--- config.mk ---
export PLATFORM = sky130hd
export DESIGN_NAME = tts_queue
export DESIGN_NICKNAME = d
export VERILOG_FILES = /design/src/sv/tts_pkg.sv /design/src/sv/tts_queue.sv
export SDC_FILE = /design/constraint.sdc
export NUM_CORES = 1
export LEC_CHECK = 0
export BUFFER_PORTS_ARGS = -buffer_cell sky130_fd_sc_hd__buf_2
export CORE_MARGIN = 10
export CORE_UTILIZATION = 57
export DETAILED_ROUTE_END_ITERATION = 7
export HOLD_SLACK_MARGIN = 0.08
export MAX_ROUTING_LAYER = met4
export PLACE_DENSITY_LB_ADDON = 0.15
export SLEW_MARGIN = 20
export SYNTH_ARGS = -nofsm -noshare
export SYNTH_HDL_FRONTEND = slang
export SYNTH_SLANG_ARGS = --single-unit
export TNS_END_PERCENT = 10
--- constraint.sdc ---
create_clock -name clk -period 8.4 [get_ports clk]
set_input_delay 1.68 -clock clk [delete_from_list [all_inputs] [get_ports clk]]
set_output_delay 1.68 -clock clk [all_outputs]
set_load 0.01 [all_outputs]
--- src/sv/tts_pkg.sv ---
// Shared types and constants of the triangle to trapezoid splitter.
// No dependencies; every other file of the block refers to this package by scoped names.
package tts_pkg;

	localparam int COORD_BITS  = 32;
	localparam int DIFF_BITS   = COORD_BITS + 1;
	localparam int LO_BITS     = COORD_BITS / 2;
	localparam int HI_BITS     = COORD_BITS - LO_BITS;
	localparam int PPL_BITS    = DIFF_BITS + LO_BITS + 1;
	localparam int PPH_BITS    = DIFF_BITS + HI_BITS + 1;
	localparam int PROD_BITS   = DIFF_BITS + COORD_BITS + 1;

	// Queue depth must stay a power of two: pointers wrap on their own.
	localparam int QUEUE_DEPTH = 4;
	localparam int QPTR_BITS   = $clog2(QUEUE_DEPTH);
	localparam int QCNT_BITS   = $clog2(QUEUE_DEPTH + 1);

	typedef logic signed [COORD_BITS-1:0] coord_t;
	typedef logic signed [DIFF_BITS-1:0]  diff_t;
	typedef logic        [COORD_BITS-1:0] span_t;
	typedef logic        [1:0]            vidx_t;

	typedef struct packed {
		vidx_t l_from;
		vidx_t l_to;
		vidx_t r_from;
		vidx_t r_to;
	} edges_t;

	typedef struct packed {
		logic   split;
		edges_t flat_edges;
		vidx_t  ia;
		vidx_t  ib;
		vidx_t  ic;
		coord_t top_y;
		coord_t mid_y;
		coord_t bot_y;
	} meta_t;

	typedef struct packed {
		meta_t  meta;
		coord_t xa;
		coord_t xb;
		coord_t xc;
	} job_t;

	typedef struct packed {
		coord_t top_y;
		coord_t bottom_y;
		vidx_t  left_from;
		vidx_t  left_to;
		vidx_t  right_from;
		vidx_t  right_to;
		logic   last_piece;
	} trap_t;

endpackage

--- src/sv/tts_queue.sv ---
// Short job queue between the front end and the back end.
// Depends on tts_pkg for the job type and depth.
module tts_queue (
	input  logic          clk,
	input  logic          arst_n,
	input  logic          push,
	input  tts_pkg::job_t push_job,
	output logic          ready,
	output logic          valid,
	output tts_pkg::job_t head,
	input  logic          pop
);

	tts_pkg::job_t                     mem_q [tts_pkg::QUEUE_DEPTH];
	logic [tts_pkg::QPTR_BITS-1:0]     rd_q, wr_q;
	logic [tts_pkg::QCNT_BITS-1:0]     cnt_q;
	logic                              do_push, do_pop;

	assign ready   = cnt_q != tts_pkg::QCNT_BITS'(tts_pkg::QUEUE_DEPTH);
	assign valid   = cnt_q != '0;
	assign head    = mem_q[rd_q];
	assign do_push = push && ready;
	assign do_pop  = pop && valid;

	always_ff @(posedge clk or negedge arst_n) begin
		if (!arst_n) begin
			rd_q  <= '0;
			wr_q  <= '0;
			cnt_q <= '0;
		end else begin
			if (do_push) begin
				wr_q <= wr_q + tts_pkg::QPTR_BITS'(1);
			end
			if (do_pop) begin
				rd_q <= rd_q + tts_pkg::QPTR_BITS'(1);
			end
			if (do_push && !do_pop) begin
				cnt_q <= cnt_q + tts_pkg::QCNT_BITS'(1);
			end else if (do_pop && !do_push) begin
				cnt_q <= cnt_q - tts_pkg::QCNT_BITS'(1);
			end
		end
	end

	always_ff @(posedge clk) begin
		if (do_push) begin
			mem_q[wr_q] <= push_job;
		end
	end

endmodule

# Word level (Yosys, flattened, before mapping)
# Memories as Yosys holds them, arrays and structs flattened.
# Cells that the tools add are included.
# op_classes
n_reduce_logical	8
mux	4
add_sub_neg	4
eq_ne	1
# op_table
op	count
$mux W3	2
$add A2 B1 Y2 const B	2
$logic_and A1 B1 Y1	4
$add A3 B1 Y3 const B	1
$ne A3 B3 Y1 const B	1
$reduce_bool A3 Y1	1
$sub A3 B1 Y3 const B	1
$logic_not A1 Y1	2
$mux W1	2
$reduce_bool A2 Y1	1
# totals
inputBits	211
wordCells	21
out_inout_bits	209
register_bits	7
ramBits	828
mem_count	1
# memory_table
name	words	width	read_ports	rd_ports_with_merged_regs	write_ports	line_no	text
mem_q	4	207	1	0	1	tts_queue.sv:14	tts_pkg::job_t mem_q [tts_pkg::QUEUE_DEPTH];

# Logic depth before layout (Yosys ltp)
# logic_depth
depth_word	6
depth_mapped	8
ltp_nobuf	8

# Least setup slack after synthesis
# No wires, ideal clock.
# synth_path
path_kind	in2reg
startpoint	input push
endpoint	memory mem_q[0][0] (netlist bit) (enable)
required_ps	7807
n_path_buf	0
stages	2
arrival_time_ps	6699
setup_slack_ps	1108
setup_time_ps	593
cell_sequence	a21boi_2 and2_1
# synth_via
elab_chain_len	3
# synth_rtl
item	line_no	text
start: declaration	tts_queue.sv:6	input logic push,
$logic_and A1 B1 Y1	tts_queue.sv:22	assign do_push = push && ready;
$mux W1	tts_queue.sv:46	if (do_push) begin
$mux W1 (implied by the code)	tts_queue.sv:47	mem_q[wr_q] <= push_job;
end: declaration	tts_queue.sv:14	
# Every way passes these cells.

==> flow_metrics.env <==
export IMPL_rows=84
export IMPL_avgSynthCellArea_sq_um=27.1
export IMPL_worstPathCellList="buf_12 -> buf_16 -> mux4_2 -> buf_2"
export IMPL_die_w_um=250
export IMPL_min_from="cnt_q[2]"
export IMPL_antenna_found_initial=23
export IMPL_dpl_worst_slack_ns=4.07
export IMPL_num_vias=13500
export IMPL_grt_pass1_vias=14100
export IMPL_max_stage_delay_ns=0.78
export IMPL_max_cap_violations=0
export IMPL_min_to="cnt_q[2]"
export IMPL_end_kind="output port"
export IMPL_first_pass_iters=5
export IMPL_grt_util_met1_pct=24.9
export IMPL_design_die_area_sq_mm=0.0626
export IMPL_cp_start_kind="register"
export IMPL_grt_ovfl_total=0
export IMPL_finalWorstSetupSlack_ns=3.46
export IMPL_drt_iter0_markers=943
export IMPL_cts_buffer_depth=3
export IMPL_setup_viol=0
export IMPL_grt_use_met2_pct=30.5
export IMPL_grt_max_degree=135
export IMPL_crit_type="register to output port"
export IMPL_whs_path_depth=1
export IMPL_grt_first_pass_wirelength_mm=90.9
export IMPL_fillerInstances=3272
export IMPL_ant_nets=0
export IMPL_ir_drop_mv=0.266
export IMPL_cts_tree="built"
export IMPL_synth_nets=1333
export IMPL_clk_latency_ns=0.62
export IMPL_detailed_place_hpwl_mm=37.2
export IMPL_power_leakage_nw=12.1
export IMPL_final_nets=1805
export IMPL_cp_slowest_cell="dfrtp_4"
export IMPL_ctsResizeCount=0
export IMPL_seq_area_sq_mm=0.0250
export IMPL_grt_usage_pct=19.9
export IMPL_ys_types=20
export IMPL_io_buffer_count=419
export IMPL_finalWorstPathRequiredPeriod_ns=4.94
export IMPL_initial_core_util_pct=57.5
export IMPL_io_pins=420
export IMPL_drcViolationCount=0
export IMPL_cp_arrival_ns=3.26
export IMPL_status="complete, no violations"
export IMPL_areaGrowthSynthToFinish_pct=18.5
export IMPL_tightest_slew_ns=1.14
export IMPL_worstPathRequired_ns=6.72
export IMPL_clock_sinks=835
export IMPL_finalHoldViolCount=0
export IMPL_rr_worst_depth=4
export IMPL_grt_busiest_layer="met2"
export IMPL_finalCritPeriodShare_pct=58.8
export IMPL_hold_slack_ns=0.532
export IMPL_clock_fmax_ghz=0.202
export IMPL_clk_pin_slew_ns=0.06
export IMPL_drv_slew=0
export IMPL_reg2reg_setup_slack_ns=5.48
export IMPL_wl_mm=60.6
export IMPL_ys_ff_latch=835
export IMPL_viasPerCell=5.70
export IMPL_post_cts_buffers=0
export IMPL_drive_gt1_share_pct=46.6
export IMPL_rr_endpoint="mem_q[0][116]"
export IMPL_finalClockSkew_ns=0.0172
export IMPL_rsz0062_at_grt="no"
export IMPL_avgRoutedWirePerCell_um=25.6
export IMPL_slew_headroom_pct=24.2
export IMPL_yosys_warnings=0
export IMPL_fin_setup_tns_ns=0
export IMPL_r2r_start="cnt_q[0]"
export IMPL_synthCells=1116
export IMPL_use_met3_pct=6.70
export IMPL_htree_levels=3
export IMPL_core_sq_mm=0.0526
export IMPL_synth_seq_area_share_pct=82.9
export IMPL_hold_path_class="register to register"
export IMPL_die_height_um=250
export IMPL_multi_input_area_sq_mm=0.00489
export IMPL_root_buffer="clkbuf_16"
export IMPL_synth_cell_area_sq_mm=0.0302
export IMPL_place_gp_congestion=0.750
export IMPL_hold_buffers=0
export IMPL_cp_max_fo=74
export IMPL_cellPowerDensity_mw_per_mm2=361
export IMPL_numCtsBuffers=82
## logic make-up (layout without fill, tap and decap cells)
logic type,count (synthesis),count (layout),share of synthesized area [%]
xor+xnor,6,6,0.174
fa+ha+maj,6,6,0.274
other cells,0,24,0
mux,209,209,15.5
simple gates,10,10,0.170
flops,835,835,82.9
buf+inv,49,589,0.899
compound gates,1,1,0.0373
## worst max path at each step
stage / start / cells after the start / slack [ns] / endpoint
after global routing: rd_q[0] / 4 / 3.26 / head[72]
final: rd_q[0] / 4 / 3.46 / head[72]
after detailed placement: rd_q[1] / 3 / 4.07 / head[72]
after global placement: rd_q[1] / 3 / 4.06 / head[72]
after CTS: rd_q[1] / 3 / 3.40 / head[72]
after floorplan: push / 2 / 1.11 / mem_q[0][0]
## per-stage QoR
stage	area [sq um]	cells	util, %	power [mW]
2_1_floorplan	30200	1116	-	8.27
3_3_place_gp	33100	2191	62.9	9.57
3_5_place_dp	33100	2191	62.9	9.60
4_1_cts	35700	2343	67.9	13.1
5_1_grt	35800	2366	68.1	13.5
6_report	35800	2368	68.1	12.9
## cell usage in the layout, fill, tap and decap left out, types with 2 or more instances in the layout
master      netlist  final
and2_4            0      4
buf_12            0      5
buf_2            25    419
buf_4            11      9
bufinv_16         0      8
clkbuf_1          2     13
clkbuf_16         0     82
clkinv_1          0     17
clkinv_2          0     22
clkinvlp_4        0      2
dfrtp_1           7      5
dfrtp_4           0      2
diode_2           0     24
edfxtp_1        828    828
ha_1              5      5
inv_1             3      3
inv_6             0      6
mux2_2            2      2
mux4_2          207    207
nand2_1           2      2
nor2_1            2      2
xnor2_1           4      4
xor2_1            2      2
## report_power, final
group	internal (mW)	switching (mW)	total, mW
sequential	5.51	0.260	5.77
clock	2.05	1.46	3.51
combinational	1.61	2.03	3.64
total	9.17	3.75	12.9
## flip-flops by register name (all words and copies together) (netlist names)
register / count
rd_q: 2
mem_q: 828
wr_q: 2
cnt_q: 3
## synthesized netlist by cell type
cell type  count  share of area (%)
edfxtp_1     828                 82
buf_1          6              0.075
ha_1           5               0.21
a21boi_2       1              0.037
buf_6          2              0.075
nor2_1         2              0.025
mux2_2         2              0.075
xor2_1         2              0.058
inv_1          3              0.037
fa_1           1              0.066
nand3_1        1              0.017
or3_1          1              0.021
nand2_1        2              0.025
clkbuf_1       2              0.025
xnor2_1        4               0.12
and2_1         4              0.083
buf_4         11               0.27
mux4_2       207                 15
buf_2         25               0.41
dfrtp_1        7               0.58
## cell type report
| class | instances | share of cell area, % |
|---|---|---|
| Sequential cell | 835 | 70.0 |
| Multi-Input combinational cell | 232 | 13.7 |
| Timing Repair Buffer | 434 | 6.41 |
| Clock buffer | 95 | 5.87 |
| Tap cell | 688 | 2.41 |
| Clock inverter | 57 | 1.42 |
| Antenna cell | 24 | 0.168 |
| Inverter | 3 | 0.0315 |
## per-layer routing
metal	up-vias	part of all wire (%)	routed length (um)
met4	0	2.8	1670
met5	-	0	0
met1	7139	39	23600
met3	91	8.0	4820
met2	408	50	30500
li1	5864	-	-
## worst max-delay path, delay by kind of cell (launching register included)
| kind | cells | cell delay, ns |
|---|---|---|
| flip-flops | 1 | 0.78 |
| multiplexers | 1 | 0.64 |
| buffers and inverters | 3 | 0.97 |
Note: power is estimated with default switching activity, not from simulation.
