## src/sv/tts_pkg.sv

```systemverilog
// Shared types and constants of the triangle to trapezoid splitter.
// No dependencies; every other file of the block refers to this package by scoped names.
package tts_pkg;

	localparam int COORD_BITS  = 32;
	localparam int DIFF_BITS   = COORD_BITS + 1;
	localparam int LO_BITS     = COORD_BITS / 2;
	localparam int HI_BITS     = COORD_BITS - LO_BITS;
	localparam int PPL_BITS    = DIFF_BITS + LO_BITS + 1;
	localparam int PPH_BITS    = DIFF_BITS + HI_BITS + 1;
	localparam int PROD_BITS   = DIFF_BITS + COORD_BITS + 1;

	// Queue depth must stay a power of two: pointers wrap on their own.
	localparam int QUEUE_DEPTH = 4;
	localparam int QPTR_BITS   = $clog2(QUEUE_DEPTH);
	localparam int QCNT_BITS   = $clog2(QUEUE_DEPTH + 1);

	typedef logic signed [COORD_BITS-1:0] coord_t;
	typedef logic signed [DIFF_BITS-1:0]  diff_t;
	typedef logic        [COORD_BITS-1:0] span_t;
	typedef logic        [1:0]            vidx_t;

	typedef struct packed {
		vidx_t l_from;
		vidx_t l_to;
		vidx_t r_from;
		vidx_t r_to;
	} edges_t;

	typedef struct packed {
		logic   split;
		edges_t flat_edges;
		vidx_t  ia;
		vidx_t  ib;
		vidx_t  ic;
		coord_t top_y;
		coord_t mid_y;
		coord_t bot_y;
	} meta_t;

	typedef struct packed {
		meta_t  meta;
		coord_t xa;
		coord_t xb;
		coord_t xc;
	} job_t;

	typedef struct packed {
		coord_t top_y;
		coord_t bottom_y;
		vidx_t  left_from;
		vidx_t  left_to;
		vidx_t  right_from;
		vidx_t  right_to;
		logic   last_piece;
	} trap_t;

endpackage

```

## src/sv/tts_channels.sv

```systemverilog
// Valid/ready channel interfaces: triangles in, trapezoids out.
// Depends on tts_pkg for the coordinate and index types.
interface tts_tri_if;
	logic            valid;
	logic            ready;
	tts_pkg::coord_t x_first;
	tts_pkg::coord_t y_first;
	tts_pkg::coord_t x_second;
	tts_pkg::coord_t y_second;
	tts_pkg::coord_t x_third;
	tts_pkg::coord_t y_third;

	modport source (output valid, x_first, y_first, x_second, y_second, x_third, y_third,
		input ready);
	modport sink (input valid, x_first, y_first, x_second, y_second, x_third, y_third,
		output ready);
endinterface


```

## src/sv/tts_front.sv

```systemverilog
// Front end: sorts the three vertices by y, rejects degenerate triangles, classifies the rest.
// Depends on tts_pkg and tts_tri_if; feeds tts_queue.
module tts_front (
	tts_tri_if.sink        triangle,
	input  logic           q_ready,
	output logic           push_valid,
	output tts_pkg::job_t  push_job
);

	tts_pkg::coord_t vx [3];
	tts_pkg::coord_t vy [3];
	logic [2:0][2:0] ygt;
	logic [2:0][2:0] xgt;
	tts_pkg::vidx_t  a, b, c;
	logic            all_y_eq, all_x_eq, flat_top, flat_bot;
	tts_pkg::edges_t flat_edges;

	assign vx[0] = triangle.x_first;
	assign vy[0] = triangle.y_first;
	assign vx[1] = triangle.x_second;
	assign vy[1] = triangle.y_second;
	assign vx[2] = triangle.x_third;
	assign vy[2] = triangle.y_third;

	// All pairwise compares in parallel; the sort network then only steers indices.
	always_comb begin
		for (int i = 0; i < 3; i++) begin
			for (int j = 0; j < 3; j++) begin
				ygt[i][j] = vy[i] > vy[j];
				xgt[i][j] = vx[i] > vx[j];
			end
		end
	end

	assign all_y_eq = !ygt[0][1] && !ygt[1][0] && !ygt[0][2] && !ygt[2][0];
	assign all_x_eq = !xgt[0][1] && !xgt[1][0] && !xgt[0][2] && !xgt[2][0];

	always_comb begin
		a = tts_pkg::vidx_t'(0);
		b = tts_pkg::vidx_t'(1);
		c = tts_pkg::vidx_t'(2);
		// stable compare-and-swap, strictly greater only
		if (ygt[a][b]) begin
			{a, b} = {b, a};
		end
		if (ygt[a][c]) begin
			{a, c} = {c, a};
		end
		if (ygt[b][c]) begin
			{b, c} = {c, b};
		end
		flat_top = !ygt[b][a];
		flat_bot = !flat_top && !ygt[c][b];
		flat_edges = '0;
		// zero height cannot follow a flat edge once the all-equal case is gone
		if (flat_top) begin
			if (xgt[a][b]) begin
				{a, b} = {b, a};
			end
			flat_edges = '{l_from: a, l_to: c, r_from: b, r_to: c};
		end else if (flat_bot) begin
			if (xgt[b][c]) begin
				{b, c} = {c, b};
			end
			flat_edges = '{l_from: a, l_to: b, r_from: a, r_to: c};
		end
	end

	assign triangle.ready = q_ready;
	assign push_valid     = triangle.valid && !all_y_eq && !all_x_eq;

	always_comb begin
		push_job.meta.split      = !flat_top && !flat_bot;
		push_job.meta.flat_edges = flat_edges;
		push_job.meta.ia         = a;
		push_job.meta.ib         = b;
		push_job.meta.ic         = c;
		push_job.meta.top_y      = vy[a];
		push_job.meta.mid_y      = vy[b];
		push_job.meta.bot_y      = vy[c];
		push_job.xa              = vx[a];
		push_job.xb              = vx[b];
		push_job.xc              = vx[c];
	end

endmodule

```

## src/flat_wrapper.sv

```systemverilog
// flat-port wrapper written by rule: the top's interface ports become plain ports
module tts_front_flat 
  (q_ready, push_valid, push_job, triangle_valid, triangle_x_first, triangle_y_first, triangle_x_second, triangle_y_second, triangle_x_third, triangle_y_third, triangle_ready);
  tts_tri_if triangle_i ();
  input  logic q_ready;
  output logic push_valid;
  output tts_pkg::job_t push_job;
  input wire logic [$bits(triangle_i.valid)-1:0] triangle_valid;
  input wire logic [$bits(triangle_i.x_first)-1:0] triangle_x_first;
  input wire logic [$bits(triangle_i.y_first)-1:0] triangle_y_first;
  input wire logic [$bits(triangle_i.x_second)-1:0] triangle_x_second;
  input wire logic [$bits(triangle_i.y_second)-1:0] triangle_y_second;
  input wire logic [$bits(triangle_i.x_third)-1:0] triangle_x_third;
  input wire logic [$bits(triangle_i.y_third)-1:0] triangle_y_third;
  output wire logic [$bits(triangle_i.ready)-1:0] triangle_ready;
  assign triangle_i.valid = triangle_valid;
  assign triangle_i.x_first = triangle_x_first;
  assign triangle_i.y_first = triangle_y_first;
  assign triangle_i.x_second = triangle_x_second;
  assign triangle_i.y_second = triangle_y_second;
  assign triangle_i.x_third = triangle_x_third;
  assign triangle_i.y_third = triangle_y_third;
  assign triangle_ready = triangle_i.ready;
  tts_front u_core (.triangle(triangle_i), .q_ready(q_ready), .push_valid(push_valid), .push_job(push_job));
endmodule
```

## config.mk

```make
export PLATFORM = sky130hd
export DESIGN_NAME = tts_front_flat
export DESIGN_NICKNAME = d
export VERILOG_FILES = /design/src/sv/tts_pkg.sv /design/src/sv/tts_channels.sv /design/src/sv/tts_front.sv /design/src/flat_wrapper.sv
export SDC_FILE = /design/constraint.sdc
export NUM_CORES = 1
export LEC_CHECK = 0
export BUFFER_PORTS_ARGS = -buffer_cell sky130_fd_sc_hd__buf_2
export CAP_MARGIN = 20
export CORE_AREA = 4 4 156 158
export DETAILED_ROUTE_END_ITERATION = 6
export DIE_AREA = 0 0 160 162
export MAX_ROUTING_LAYER = met4
export PLACE_DENSITY = 0.7
export SLEW_MARGIN = 30
export SYNTH_ARGS = -nofsm -noshare
export SYNTH_HDL_FRONTEND = slang
export SYNTH_SLANG_ARGS = --single-unit
export TNS_END_PERCENT = 1
```

## constraint.sdc

```tcl
create_clock -name vclk -period 10.84
set_clock_uncertainty 0.15 [all_clocks]
set_input_delay 1.084 -clock vclk [all_inputs]
set_output_delay 1.084 -clock vclk [all_outputs]
set_load 0.01 [all_outputs]
```

# [After elaboration in Yosys (flattened, before gate mapping)]
# Cells that the tools add are included.
[totals] reg_bits=0 in_bits=194 output_inout_bits=209 elab_cells=109
[op_classes] n_lt_le_gt_ge=27 mux=57 n_bitwise=3 reduce_logical=22
[ops] cell="> comparator 32 bit" n=18
[ops] cell="binary-select mux 32 bit (select 2 bit)" n=6
[ops] cell="two-way mux 32 bit" n=12
[ops] cell="binary-select mux 3 bit (select 2 bit)" n=6
[ops] cell="two-way mux 2 bit" n=13
[ops] cell="two-way mux 3 bit" n=6
[ops] cell="two-way mux 8 bit" n=2
[ops] cell="zero test 1 bit" n=12
[ops] cell="< comparator 2 x 3 -> 1 bit, second input constant" n=4
[ops] cell="binary-select mux 1 bit (select 2 bit)" n=5
[ops] cell="logical AND 1 bit" n=10
[ops] cell="greater-or-equal comparator 3 bit, second input constant" n=3
[ops] cell="inverter 2 -> 3 bit" n=3
[ops] cell="two-way mux 1 bit" n=7
[ops] cell="< comparator 1 x 3 -> 1 bit, second input constant" n=2

# [Longest topological paths before layout]
[logic_depth] word_depth=20 depth_mapped=17 ltp_nobuf=14

# [Worst setup path after synthesis]
# Ideal clock, no wire load.
[synth_timing] path_type="in2out" from="input port triangle_y_third[14]" to="output port push_job[128] (netlist bit)" arrival_time_ns=4.360 t_required_ns=9.606 path_slack_ns=5.246 path_stages=17 path_buffers=3 cell_sequence="inv_1 ha_1 a21oi_1 nand2_1 a221o_1 o311a_1 or3_1 clkbuf_1 a21oi_1 a2bb2oi_1 o2bb2ai_2 and2_1 a21oi_1 a21oi_1 buf_6 buf_6 mux2i_1"
[synth_lines] element="from (decl)" line_no="flat_wrapper.sv:14" text="input wire logic [$bits(triangle_i.y_third)-1:0] triangle_y_third;"
[synth_lines] element="to (decl)" line_no="flat_wrapper.sv:7" text="output tts_pkg::job_t push_job;"

==> results_dict.tcl <==
set metrics [dict create \
    status "completed" \
    path_max_fanout 51 \
    ys.warnings.count 0 \
    n_sequential_cell 0 \
    antenna_cells 0 \
    path_class "in2out" \
    nNetsFinal 1988 \
    cp-start-kind "input port" \
    post-route-util_pct 49.7 \
    cts_hold_buf 0 \
    drt-total-wl_mm 34.4 \
    grt_use_total_pct 25.1 \
    layout_commonest_cell "buf_2" \
    maxCapViolations 0 \
    hold_slack_ns 2.02 \
    crit_path_start "triangle_y_third[15]" \
    timing.final.hold_violations 0 \
    syn_to_final_growth_pct 23.2 \
    seq_area_frac_synth_pct 0 \
    initial_core_util_pct 40.3 \
    slew_viol_final 0 \
    ioPinCount 403 \
    syn-num-nets 1637 \
    max_slew_margin_pct 37.1 \
    vdd.ir_drop.worst_mv 0.0938 \
    fmax_mhz 132 \
    die_h_um 162 \
    setup.worst_path.end "push_job[191]" \
    gp_congestion 0.944 \
    multi_input_area_um2 8460 \
    rsz0062_at_grt "no" \
    port_buffers 401 \
    period_share_pct 70.0 \
    dpl.cell_count 1888 \
    die_w_um 160 \
    required_ns 9.61 \
    tightest_slew_ns 0.943 \
    via_per_inst 5.73 \
    stdcell_count 1890 \
    core-area_um2 23100 \
    drtIter0Drc 719 \
    cts_resized 0 \
    crit_arrival_ns 6.36 \
    antenna_found_initial 0 \
    avgRoutedWirePerCell_um 18.2 \
    avgSynthCellArea_um2 7.45 \
    power-per-cell-area_nw_per_um2 103 \
    finalSetupViolations 0 \
    post-cts-setup-buffers 0 \
    grt_pass1_wl_mm 54.1 \
    n_clock_buffer 0 \
    hold_path_class "in2out" \
    syn_area_um2 9320 \
    drive_gt1_share_pct 26.9 \
    first_pass_iters 7 \
    grt_pass1_vias 10600 \
    dieArea_um2 25900 \
    synth_cell_types 62 \
    fillCellCount 2336 \
    overflow 0 \
    register_area_um2 0 \
    grt_start_max_net_pins 94 \
    p_leak_nw 6.51 \
    syn_inst 1251 \
    drtAntennaViolNets 0 \
    period_minus_slack_ns 7.59 \
    final.setup.tns_ns 0 \
    hpwl_mm 28.4 \
    row_count 56 \
    vias 10800 \
    worstSetupEndpointType "output port" \
    drc 0 \
    most-common-layout-cells "401 x buf_2, 256 x mux2i_1, 192 x ha_1" \
]
==> cell families (layout without fill, tap and decap cells) <==
family	count (synthesis)	after routing	synth area share, %
mux	256	256	27.5
simple gates	331	331	16.4
buf+inv	205	554	9.85
compound gates	267	267	20.5
fa+ha+maj	192	192	25.8
==> cell usage after synthesis (10+ instances only) <==
cell type,count,area share (%)
a211oi_1,10,0.81
a21o_1,21,1.7
a21oi_1,81,4.3
buf_2,41,2.2
buf_6,11,1.3
ha_1,192,26
inv_1,142,5.7
mux2i_1,256,27
nand2_1,176,7.1
nand3_1,25,1.3
nand4_1,35,2.3
nor2_1,35,1.4
o21ai_0,26,1.4
o221ai_1,64,6.0
==> layer usage <==
metal | GRT usage (%) | up-vias | routed length (um)
met5 | - | - | 0
met4 | 5.94 | 0 | 766
met3 | 2.16 | 50 | 1770
met2 | 46.9 | 387 | 17500
met1 | 29.3 | 5014 | 14400
li1 | - | 5385 | -
==> cell type report <==
cell class | count | share of cell area [%]
Timing Repair Buffer | 410 | 18.4
Multi-Input combinational cell | 1046 | 73.7
Tap cell | 290 | 3.16
Inverter | 144 | 4.71
==> worst max-delay path: stages <==
cell	delay (ns)
buf_2	0.07
inv_1	0.11
ha_1	0.35
nand4_1	0.17
nor4_1	0.59
a21boi_0	0.45
o31ai_1	0.15
a21oi_1	0.32
nand2_1	0.35
mux2i_1	0.32
a221oi_1	0.17
o22ai_4	0.63
buf_4	0.86
mux2i_1	0.17
mux2i_1	0.32
buf_2	0.20
==> worst min path at each step <==
| stage | from | end | slack (ns) | cells after the start |
|---|---|---|---|---|
| 2_1_floorplan | q_ready | triangle_ready | 2.11 | 1 |
| 3_3_place_gp | q_ready | triangle_ready | 2.02 | 0 |
| 3_5_place_dp | q_ready | triangle_ready | 2.02 | 0 |
| 4_1_cts | q_ready | triangle_ready | 2.02 | 0 |
| 5_1_grt | q_ready | triangle_ready | 2.02 | 0 |
| 6_report | q_ready | triangle_ready | 2.02 | 0 |
==> where the power goes <==
group / switching, W / internal, W
clock network: 0 / 0
logic: 0.000690 / 0.000497
registers: 0 / 0
total: 0.000690 / 0.000497
==> through the flow <==
stage	worst slack [ns]	cell area [um2]	power (W)
floorplan	5.25	9320	0.000791
global placement	3.13	11500	0.00116
detailed placement	2.97	11500	0.00118
CTS	2.97	11500	0.00118
global route	2.89	11500	0.00129
finish	3.25	11500	0.00119
(Power assumes the default switching activity.)
